File: src/sv/lir_pkg.sv
// shared types and constants of the linear interpolation resampler
package lir_pkg;

    localparam int STEP_W     = 21;
    localparam int CHAN_W     = 2;
    localparam int CFG_DATA_W = 21;
    localparam int CFG_IDX_W  = 1;
    localparam int RESULT_CAP = 64;
    localparam int CNT_W      = 7;

    localparam logic [CFG_IDX_W-1:0] CFG_STEP_RATIO = 1'd0;
    localparam logic [CFG_IDX_W-1:0] CFG_CHANNELS   = 1'd1;

    localparam logic [STEP_W-1:0] STEP_RESET = 21'd65536;
    localparam logic [CHAN_W-1:0] CHAN_RESET = 2'd2;
    localparam logic [CHAN_W-1:0] CHAN_MONO  = 2'd1;

    typedef struct packed {
        logic valid;
        logic last_of_run;
        logic end_of_stream;
        logic stereo;
    } res_ctl_t;

endpackage

File: src/sv/lir_lane.sv
// one channel lane: registered difference times fraction, then base plus floor of product
module lir_lane #(
    parameter int SAMPLE_BITS = 16,
    parameter int FRAC_BITS   = 16
) (
    input  logic                          aclk,
    input  logic                          en,
    input  logic signed [SAMPLE_BITS-1:0] base,
    input  logic signed [SAMPLE_BITS-1:0] target,
    input  logic        [FRAC_BITS-1:0]   frac,
    output logic        [SAMPLE_BITS-1:0] result
);

    localparam int PROD_W = SAMPLE_BITS + FRAC_BITS + 2;

    logic signed [SAMPLE_BITS:0]   diff;
    logic signed [PROD_W-1:0]      prod_next;
    logic signed [PROD_W-1:0]      prod_reg;
    logic        [SAMPLE_BITS-1:0] base_reg;

    assign diff      = {target[SAMPLE_BITS-1], target} - {base[SAMPLE_BITS-1], base};
    assign prod_next = PROD_W'(diff) * PROD_W'($signed({1'b0, frac}));

    always_ff @(posedge aclk) begin
        if (en) begin
            prod_reg <= prod_next;
            base_reg <= base;
        end
    end

    // arithmetic shift gives the floor, only the low sample bits survive
    assign result = base_reg + prod_reg[FRAC_BITS +: SAMPLE_BITS];

endmodule

File: src/sv/lir_merge.sv
// merge stage: collects the lane results into the registered output word
module lir_merge #(
    parameter int MAX_CHANNELS = 2,
    parameter int SAMPLE_BITS  = 16
) (
    input  logic                                      aclk,
    input  logic                                      aresetn,
    input  lir_pkg::res_ctl_t                         issue_ctl,
    input  logic [MAX_CHANNELS-1:0][SAMPLE_BITS-1:0]  lane_result,
    output logic                                      adv,
    output logic                                      m_valid,
    input  logic                                      m_ready,
    output logic signed [SAMPLE_BITS-1:0]             m_out_left,
    output logic signed [SAMPLE_BITS-1:0]             m_out_right,
    output logic                                      m_last_of_run,
    output logic                                      m_end_of_stream
);

    import lir_pkg::*;

    res_ctl_t                s1_ctl_reg;
    logic                    out_valid_reg;
    logic [SAMPLE_BITS-1:0]  left_reg;
    logic [SAMPLE_BITS-1:0]  right_reg;
    logic [SAMPLE_BITS-1:0]  right_next;
    logic                    lor_reg;
    logic                    eos_reg;

    assign adv = !out_valid_reg || m_ready;

    generate
        if (MAX_CHANNELS > 1) begin : g_stereo
            assign right_next = s1_ctl_reg.stereo ? lane_result[1] : '0;
        end else begin : g_mono
            assign right_next = '0;
        end
    endgenerate

    always_ff @(posedge aclk) begin
        if (!aresetn) begin
            s1_ctl_reg    <= '0;
            out_valid_reg <= 1'b0;
        end else if (adv) begin
            s1_ctl_reg    <= issue_ctl;
            out_valid_reg <= s1_ctl_reg.valid;
        end
    end

    always_ff @(posedge aclk) begin
        if (adv) begin
            left_reg  <= lane_result[0];
            right_reg <= right_next;
            lor_reg   <= s1_ctl_reg.last_of_run;
            eos_reg   <= s1_ctl_reg.end_of_stream;
        end
    end

    assign m_valid         = out_valid_reg;
    assign m_out_left      = left_reg;
    assign m_out_right     = right_reg;
    assign m_last_of_run   = lor_reg;
    assign m_end_of_stream = eos_reg;

endmodule

File: src/sv/linear_interp_resampler_top.sv
// linear interpolation resampler: phase sequencer, per-channel lanes and merge stage
// path: sequencer issue, then lane product registers, then merge output registers
// throughput: one result word per cycle while the output is not stalled; s_ready is low, and
// no new input word is taken, until the sequencer has issued every result of the last word
// and is idle again
// reset: phase, held frame and stream flag clear; step 1.0 and stereo are selected
module linear_interp_resampler_top #(
    parameter int MAX_CHANNELS    = 2,
    parameter int SAMPLE_BITS     = 16,
    parameter int PHASE_FRAC_BITS = 16
) (
    input  logic                             aclk,
    input  logic                             aresetn,
    input  logic                             cfg_wr_en,
    input  logic [lir_pkg::CFG_IDX_W-1:0]    cfg_index,
    input  logic [lir_pkg::CFG_DATA_W-1:0]   cfg_wdata,
    input  logic                             s_valid,
    output logic                             s_ready,
    input  logic signed [SAMPLE_BITS-1:0]    s_sample_left,
    input  logic signed [SAMPLE_BITS-1:0]    s_sample_right,
    input  logic                             s_last_frame,
    output logic                             m_valid,
    input  logic                             m_ready,
    output logic signed [SAMPLE_BITS-1:0]    m_out_left,
    output logic signed [SAMPLE_BITS-1:0]    m_out_right,
    output logic                             m_last_of_run,
    output logic                             m_end_of_stream
);

    import lir_pkg::*;

    localparam int PW = ((PHASE_FRAC_BITS > STEP_W) ? PHASE_FRAC_BITS : STEP_W) + 2;
    localparam logic [PW-1:0]      PHASE_ONE  = PW'(1) << PHASE_FRAC_BITS;
    localparam logic [STEP_W-1:0]  STEP_FLOOR =
        STEP_W'(1) << (PHASE_FRAC_BITS - $clog2(RESULT_CAP));
    localparam logic [CNT_W-2:0]   CNT_LAST   = (CNT_W-1)'(RESULT_CAP - 1);

    localparam logic [1:0] ST_IDLE   = 2'd0;
    localparam logic [1:0] ST_INTERP = 2'd1;
    localparam logic [1:0] ST_TAIL   = 2'd2;

    typedef logic [MAX_CHANNELS-1:0][SAMPLE_BITS-1:0] frame_t;

    logic [STEP_W-1:0]  step_cfg_reg;
    logic [CHAN_W-1:0]  chan_cfg_reg;

    logic [1:0]         state_reg,  state_next;
    logic [PW-1:0]      phase_reg,  phase_next;
    logic [CNT_W-1:0]   cnt_reg,    cnt_next;
    logic               seen_reg,   seen_next;
    frame_t             held_reg,   held_next;
    frame_t             new_reg,    new_next;
    logic [STEP_W-1:0]  step_reg,   step_next;
    logic               stereo_reg, stereo_next;
    logic               last_reg,   last_next;

    frame_t             in_frame;
    frame_t             lane_result;
    logic [STEP_W-1:0]  step_eff;
    logic               stereo_cfg;
    logic [PW-1:0]      np;
    logic [PW-1:0]      p_end;
    logic [PW-1:0]      wrap_p;
    logic               can_emit;
    logic               cnt_not_last;
    logic               more_run;
    logic               more_tail;
    logic               adv;
    logic               issue;
    res_ctl_t           issue_ctl;

    assign step_eff   = (step_cfg_reg < STEP_FLOOR) ? STEP_FLOOR : step_cfg_reg;
    assign stereo_cfg = (MAX_CHANNELS > 1) && (chan_cfg_reg != CHAN_MONO);

    always_comb begin
        for (int c = 0; c < MAX_CHANNELS; c++) begin
            if (c == 0) begin
                in_frame[c] = s_sample_left;
            end else begin
                in_frame[c] = stereo_cfg ? s_sample_right : '0;
            end
        end
    end

    assign s_ready      = (state_reg == ST_IDLE);
    assign np           = phase_reg + PW'(step_reg);
    assign can_emit     = (phase_reg < PHASE_ONE) && !cnt_reg[CNT_W-1];
    assign issue        = ((state_reg == ST_INTERP) || (state_reg == ST_TAIL)) && can_emit && adv;
    assign p_end        = issue ? np : phase_reg;
    assign wrap_p       = (p_end >= PHASE_ONE) ? (p_end - PHASE_ONE) : '0;
    assign cnt_not_last = (cnt_reg[CNT_W-2:0] != CNT_LAST);
    assign more_run     = (np < PHASE_ONE) && cnt_not_last;
    assign more_tail    = last_reg && (wrap_p < PHASE_ONE) && cnt_not_last;

    always_comb begin
        issue_ctl.valid  = issue;
        issue_ctl.stereo = stereo_reg;
        if (state_reg == ST_TAIL) begin
            issue_ctl.last_of_run   = !more_run;
            issue_ctl.end_of_stream = !more_run;
        end else begin
            issue_ctl.last_of_run   = !more_run && !more_tail;
            issue_ctl.end_of_stream = !more_run && !more_tail && last_reg;
        end
    end

    always_comb begin
        state_next  = state_reg;
        phase_next  = phase_reg;
        cnt_next    = cnt_reg;
        seen_next   = seen_reg;
        held_next   = held_reg;
        new_next    = new_reg;
        step_next   = step_reg;
        stereo_next = stereo_reg;
        last_next   = last_reg;
        unique case (state_reg)
            ST_IDLE: begin
                if (s_valid) begin
                    new_next    = in_frame;
                    step_next   = step_eff;
                    stereo_next = stereo_cfg;
                    last_next   = s_last_frame;
                    cnt_next    = '0;
                    if (seen_reg) begin
                        state_next = ST_INTERP;
                    end else begin
                        seen_next = 1'b1;
                        held_next = in_frame;
                        if (s_last_frame) begin
                            state_next = ST_TAIL;
                        end
                    end
                end
            end
            ST_INTERP: begin
                if (issue) begin
                    cnt_next = cnt_reg + CNT_W'(1);
                end
                if (issue && more_run) begin
                    phase_next = np;
                end else if (issue || !can_emit) begin
                    phase_next = wrap_p;
                    held_next  = new_reg;
                    state_next = last_reg ? ST_TAIL : ST_IDLE;
                end
            end
            ST_TAIL: begin
                if (issue) begin
                    cnt_next = cnt_reg + CNT_W'(1);
                end
                if (issue && more_run) begin
                    phase_next = np;
                end else if (issue || !can_emit) begin
                    phase_next = '0;
                    seen_next  = 1'b0;
                    state_next = ST_IDLE;
                end
            end
            default: begin
                state_next = ST_IDLE;
            end
        endcase
    end

    always_ff @(posedge aclk) begin
        if (!aresetn) begin
            state_reg    <= ST_IDLE;
            phase_reg    <= '0;
            cnt_reg      <= '0;
            seen_reg     <= 1'b0;
            held_reg     <= '0;
            step_cfg_reg <= STEP_RESET;
            chan_cfg_reg <= CHAN_RESET;
        end else begin
            state_reg <= state_next;
            phase_reg <= phase_next;
            cnt_reg   <= cnt_next;
            seen_reg  <= seen_next;
            held_reg  <= held_next;
            if (cfg_wr_en) begin
                unique case (cfg_index)
                    CFG_STEP_RATIO: step_cfg_reg <= cfg_wdata[STEP_W-1:0];
                    CFG_CHANNELS:   chan_cfg_reg <= cfg_wdata[CHAN_W-1:0];
                    default:        step_cfg_reg <= step_cfg_reg;
                endcase
            end
        end
    end

    always_ff @(posedge aclk) begin
        new_reg    <= new_next;
        step_reg   <= step_next;
        stereo_reg <= stereo_next;
        last_reg   <= last_next;
    end

    generate
        for (genvar g = 0; g < MAX_CHANNELS; g++) begin : g_lane
            lir_lane #(
                .SAMPLE_BITS (SAMPLE_BITS),
                .FRAC_BITS   (PHASE_FRAC_BITS)
            ) u_lane (
                .aclk   (aclk),
                .en     (adv),
                .base   (held_reg[g]),
                .target (new_reg[g]),
                .frac   (phase_reg[PHASE_FRAC_BITS-1:0]),
                .result (lane_result[g])
            );
        end
    endgenerate

    lir_merge #(
        .MAX_CHANNELS (MAX_CHANNELS),
        .SAMPLE_BITS  (SAMPLE_BITS)
    ) u_merge (
        .aclk            (aclk),
        .aresetn         (aresetn),
        .issue_ctl       (issue_ctl),
        .lane_result     (lane_result),
        .adv             (adv),
        .m_valid         (m_valid),
        .m_ready         (m_ready),
        .m_out_left      (m_out_left),
        .m_out_right     (m_out_right),
        .m_last_of_run   (m_last_of_run),
        .m_end_of_stream (m_end_of_stream)
    );

    a_eos_ends_run: assert property (@(posedge aclk) disable iff (!aresetn)
        m_valid && m_end_of_stream |-> m_last_of_run)
        else $error("end of stream word without last of run");

    a_tail_rearms: assert property (@(posedge aclk) disable iff (!aresetn)
        (state_reg == ST_TAIL) && !can_emit |=> !seen_reg && (phase_reg == '0))
        else $error("stream did not re-arm after tail");

    a_cnt_capped: assert property (@(posedge aclk) disable iff (!aresetn)
        !cnt_reg[CNT_W-1] || (cnt_reg[CNT_W-2:0] == '0))
        else $error("result count beyond cap");

    a_interp_needs_frame: assert property (@(posedge aclk) disable iff (!aresetn)
        (state_reg == ST_INTERP) |-> seen_reg)
        else $error("interpolation without held frame");

    a_first_frame_phase: assert property (@(posedge aclk) disable iff (!aresetn)
        s_valid && s_ready && !seen_reg |-> (phase_reg == '0))
        else $error("stream starts with nonzero phase");

endmodule

File: config.mk
export PLATFORM = sky130hd
export DESIGN_NAME = linear_interp_resampler_top
export DESIGN_NICKNAME = d
export VERILOG_FILES = /design/src/sv/lir_pkg.sv /design/src/sv/lir_lane.sv /design/src/sv/lir_merge.sv /design/src/sv/linear_interp_resampler_top.sv
export SDC_FILE = /design/constraint.sdc
export NUM_CORES = 2
export LEC_CHECK = 0
export ABC_AREA = 0
export ABC_CLOCK_PERIOD_IN_PS = 12200
export BUFFER_PORTS_ARGS = -buffer_cell sky130_fd_sc_hd__buf_2
export CORE_MARGIN = 2
export CORE_UTILIZATION = 50
export CTS_CLUSTER_SIZE = 30
export DETAILED_ROUTE_END_ITERATION = 8
export PLACE_DENSITY = 0.69
export SKIP_CTS_REPAIR_TIMING = 1
export SYNTH_ARGS = -nofsm -noshare
export SYNTH_HDL_FRONTEND = slang
export SYNTH_SLANG_ARGS = --single-unit
File: constraint.sdc
create_clock -name aclk -period 12.2 [get_ports aclk]
set_clock_uncertainty 0.15 [all_clocks]
set_input_delay 0.61 -clock aclk [delete_from_list [all_inputs] [get_ports aclk]]
set_output_delay 0.61 -clock aclk [all_outputs]
set_load 0.02 [all_outputs]
# --- Yosys cells after proc, flatten, opt, wreduce, memory -nomap -nowiden ---
# Index checks and enable logic that the tools add are counted.
totals:
  ff_bits: 278
  inputBits: 60
op_classes:
  n_addsub: 7
  n_mul: 2
  order_cmp: 5
  eq_ne: 14
  mux: 30
  bitwise_logic: 1
  n_reduce_logical: 31
op_table:
  columns: ["cell", "n"]
  rows:
  - ["$mux W23", 6]
  - ["$mux W32", 4]
  - ["$lt A23 B17 Y1 const B", 3]
  - ["$mul A17 B17 Y32", 2]
  - ["$pmux W32 S2", 1]
  - ["$pmux W23 S2", 1]
  - ["$sub A16 B16 Y17", 2]
  - ["$add A16 B16 Y16", 2]
  - ["$add A23 B21 Y23", 1]
  - ["$ge A23 B17 Y1 const B", 1]
  - ["$sub A23 B17 Y23 const B", 1]
  - ["$lt A21 B11 Y1 const B", 1]
  - ["$mux W2", 9]
  - ["$mux W16", 1]
  - ["$mux W7", 2]
  - ["$pmux W7 S2", 1]
  - ["$logic_and A1 B1 Y1", 9]
  - ["$ne A3 B1 Y1 const B", 3]
  - ["$ne A2 B1 Y1 const B", 4]
  - ["$ne A2 B2 Y1 const B", 4]
  - ["$reduce_bool A2 Y1", 4]
  - ["$add A7 B1 Y7 const B", 1]
  - ["$ne A6 B6 Y1 const B", 1]
  - ["$pmux W2 S3", 1]
  - ["14 further kinds", 25]

# --- Logic depth before layout (Yosys ltp) ---
depth:
  ltp_word: 14
  mapped_depth: 37
  ltp_nobuf: 36

# --- By module ---
# From an unflattened synthesis, not the netlist that was laid out.
hier_totals:
  hier_cells: 3676
  hier_area_um2: 34025.1
modules_own_cells:
  columns: ["module", "n_inst", "cells_each", "area_per_inst_um2"]
  rows:
  - ["lir_lane (g_lane[1].u_lane)", 1, 1458, 12881.1]
  - ["lir_lane (g_lane[0].u_lane)", 1, 1378, 12502.0]
  - ["linear_interp_resampler_top", 1, 767, 7302.0]
  - ["lir_merge", 1, 73, 1340.0]

# --- Worst setup path after synthesis ---
# No wires, ideal clock.
synth_timing:
  path_type: "register to register"
  startpoint: "register new_reg[16] (netlist name)"
  endpoint: "register g_lane[1].u_lane.prod_reg[31] (data pin)"
  setup_time_ns: 0.259
  arrival_ns: 8.054
  t_required_ns: 11.791
  path_slack_ns: 3.737
  stages_incl_launch_ff: 38
  n_path_buf: 2
  synth_period_minus_slack_ns: 8.463
  cell_sequence: "edfxtp_1 -> inv_1 -> ha_1 -> fa_1 -> nor2b_1 -> o31a_1 -> o211ai_1 -> a21oi_1 -> a2111oi_0 -> nor3_1 -> nand4_1 -> a32o_1 -> clkbuf_1 -> clkbuf_1 -> nand2_1 -> inv_1 -> fa_1 -> inv_1 -> [... 2 more ...] -> fa_1 -> fa_1 -> fa_1 -> inv_1 -> fa_1 -> inv_1 -> ha_1 -> a21o_1 -> a21o_1 -> a21o_1 -> a21oi_1 -> nor2b_1 -> a41o_1 -> o41a_1 -> nand4_1 -> nand4b_1 -> a21oi_1 -> xnor2_1"
synth_via:
  elab_chain_len: 2
synth_lines:
  columns: ["element", "line", "source"]
  rows:
  - ["start, declared", "linear_interp_resampler_top.sv:52", "frame_t new_reg, new_next;"]
  - ["start signal, assigned", "linear_interp_resampler_top.sv:192", "new_reg <= new_next;"]
  - ["$sub A16 B16 Y17", "lir_lane.sv:21", "assign diff = {target[SAMPLE_BITS-1], target} - {base[SAMPLE_BITS-1], base};"]
  - ["$mul A17 B17 Y32", "lir_lane.sv:22", "assign prod_next = PROD_W'(diff) * PROD_W'($signed({1'b0, frac}));"]
  - ["net g_lane[1].u_lane.prod_next[31]", "lir_lane.sv:17", "logic signed [PROD_W-1:0] prod_next;"]
  - ["end signal, assigned", "lir_lane.sv:26", "prod_reg <= prod_next;"]
  - ["end, declared", "lir_lane.sv:18", "logic signed [PROD_W-1:0] prod_reg;"]
# The timed path passes the listed nets, and every way through them passes these cells.
# A chain may end at the register's enable or synchronous reset.

# --- Worst setup path after layout ---
layout_timing:
  startpoint: "register held_reg[1] (netlist name)"
  endpoint: "register g_lane[0].u_lane.prod_reg[31] (data pin)"
layout_via:
  elab_chain_len: 2
layout_lines:
  columns: ["element", "line", "source"]
  rows:
  - ["start, declared", "linear_interp_resampler_top.sv:51", "frame_t held_reg, held_next;"]
  - ["start signal, assigned", "linear_interp_resampler_top.sv:180", "held_reg <= held_next;"]
  - ["$sub A16 B16 Y17", "lir_lane.sv:21", null]
  - ["$mul A17 B17 Y32", "lir_lane.sv:22", null]
  - ["net g_lane[0].u_lane.prod_next[31]", "lir_lane.sv:17", null]
  - ["end signal, assigned", "lir_lane.sv:26", null]
  - ["end, declared", "lir_lane.sv:18", null]
# The timed path passes the listed nets, and every way through them passes these cells.

==> flow_summary.ini <==
[clocking]
cts_buffers = 27
cts_sinks = 246
h-tree-depth = 1
clkTransAtPathRegs_ns = 0.07
clock-root-buffer = clkbuf_16
cts_tree = yes
cts_buffer_depth = 3
clkLatencyLatePin_ns = 0.58

[run_status]
status = finished clean

[logic_synthesis]
yosysWarningCount = 0
synth_area_leaders = fa_1 32%, edfxtp_1 14%, ha_1 9.7%
async_reset_ff_frac = 0
yosysMostFrequentCell = inv_1
synth_common_cells = 758 x inv_1, 521 x fa_1, 374 x nand2_1, 256 x and2_1, 256 x ha_1
ys_seq_elements = 246
synth_cell_types = 91
syn_area_per_cell_um2 = 9.40
yosys.area.top_type = fa_1
synthesis.nets = 4339
synth_seq_area_share = 0.196
synth_top_area_share = 0.317
synth-edff-count = 153
yosys_most_used_dff = edfxtp_1
synthCells = 3502
synthesis.area_um2 = 32900

[cells_and_area]
final_nets = 4352
multi_input_area_um2 = 23100
drive_above_1_share = 0.0693
insertedDiodeCount = 0
fill_cells = 5929
regArea_um2 = 6460
area_delta_synth_final_pct = 6.94

[place]
gp_congestion = 0.877
numPortBuffers = 95
post-dp-hpwl_um = 57800

[die]
start_util = 0.503
die_area_um2 = 67900
die_y_um = 261
rows = 94
ios = 96
die_w_um = 261
core-area_um2 = 65500

[routing]
initialDrtViolationCount = 1324
num_vias = 23200
ant_nets = 0
finalWirelength_um = 75100
post_drt_wl_per_cell_um = 17.1
drcViolationCount = 0
dr.pass1.iters = 5
via_per_inst = 5.28

[sta]
rsz0062_at_grt = no
relSlewSlack = 0.225
finalCritPeriodShare = 0.774
fmax_ghz = 0.106
slew_viol_final = 0
hold_violations = 0
finalSetupViolations = 0
setup_tns_ns = 0
tightest_slew_ns = 1.16
period_needed_ns = 9.45

[setup_path]
crit_fanout = 12
crit_path_end_kind = register
cp_slowest_stage_delay_ns = 0.77
crit_slowest_cell = a211oi_1
critPathBufInv = 6
crit_type = reg -> reg
rrSetupSlack_ns = 2.75
worstReg2RegEnd = g_lane[0].u_lane.prod_reg[31]
critical_path.most_common_cell = fa_1
r2r_cells = 35
crit_family = compound AO/OA/AOI/OAI gates
timing.rr.start = held_reg[1]
arrival_ns = 9.59
cp-start-kind = register
crit_required_ns = 12.34

[global_routing]
grt_start_max_net_pins = 69
grt_pass1_wl_um = 126000
grt_pass1_vias = 24200
grt_usage = 0.232
grt_overflow_total = 0
antenna_found_initial = 0

[worst_hold_path]
worstHoldPathType = in -> reg
hold_path.startpoint = s_sample_left[0]
whs_endpoint = new_reg[0]
whs_path_depth = 1

[run]
drv_cap = 0
-- worst reg2reg max path, delay by kind of cell (launching register included) --
kind | cells | cell delay [ns]
simple gates | 6 | 0.68
flops | 1 | 0.39
compound gates | 14 | 3.80
xor+xnor | 1 | 0.08
fa+ha+maj | 8 | 3.42
buf+inv | 6 | 0.64
-- through the flow --
step / cells / area, um^2 / utilization / setup WS [ns] / hold slack [ns]
global route: 4400 / 35200 / 0.537 / 1.91 / 0.0591
global placement: 4350 / 34300 / 0.523 / 3.00 / 0.268
finish: 4400 / 35200 / 0.537 / 2.75 / 0.0735
CTS: 4400 / 35200 / 0.537 / 2.79 / 0.0499
floorplan: 3502 / 32900 / - / 3.74 / 0.258
detailed placement: 4350 / 34300 / 0.523 / 2.88 / 0.273
-- cells in the final DEF, fill, tap and decap left out, types with 51 or more instances in the layout --
cell / netlist / routed
buf_2: 13 / 95
nor2_1: 105 / 105
fa_1: 521 / 521
xnor2_1: 102 / 95
a21oi_1: 102 / 101
and2_1: 256 / 255
o21a_1: 51 / 51
dfxtp_1: 93 / 88
nand2_1: 374 / 374
ha_1: 256 / 256
inv_1: 758 / 758
edfxtp_1: 153 / 153
nor2b_1: 52 / 52
-- cells by family (layout without fill, tap and decap cells) --
group | count (synthesis) | in the layout | synth area share
xor+xnor | 148 | 148 | 0.0394
compound gates | 413 | 413 | 0.0895
fa+ha+maj | 778 | 778 | 0.414
mux | 5 | 5 | 0.00156
simple gates | 996 | 996 | 0.153
flops | 246 | 246 | 0.196
buf+inv | 916 | 950 | 0.106
-- routing by layer --
layer  up-vias  routed length, um  global-route usage
li1      11000                  -                   -
met4         0               1490              0.0500
met3        94               4080              0.0309
met1     11600              33700               0.321
met2       596              35700               0.391
met5         -                  0                   0
-- worst max-delay path by stage --
stage	from	end	slack [ns]	cells past startpoint
4_1_cts	held_reg[1]	g_lane[0].u_lane.prod_reg[31]	2.79	36
5_1_grt	held_reg[1]	g_lane[0].u_lane.prod_reg[31]	1.91	35
3_3_place_gp	held_reg[1]	g_lane[0].u_lane.prod_reg[31]	3.00	36
2_1_floorplan	new_reg[16]	g_lane[1].u_lane.prod_reg[31]	3.74	37
6_report	held_reg[1]	g_lane[0].u_lane.prod_reg[31]	2.75	35
3_5_place_dp	held_reg[1]	g_lane[0].u_lane.prod_reg[31]	2.88	36
-- cell type report --
type | count | share of cell area
Clock inverter | 18 | 0.00562
Clock buffer | 32 | 0.0209
Inverter | 760 | 0.0811
Sequential cell | 246 | 0.184
Tap cell | 864 | 0.0307
Timing Repair Buffer | 140 | 0.0231
Multi-Input combinational cell | 2340 | 0.655
Power is not shown: default switching activity piles up to over one toggle a cycle in this logic, so the estimate is an artifact.
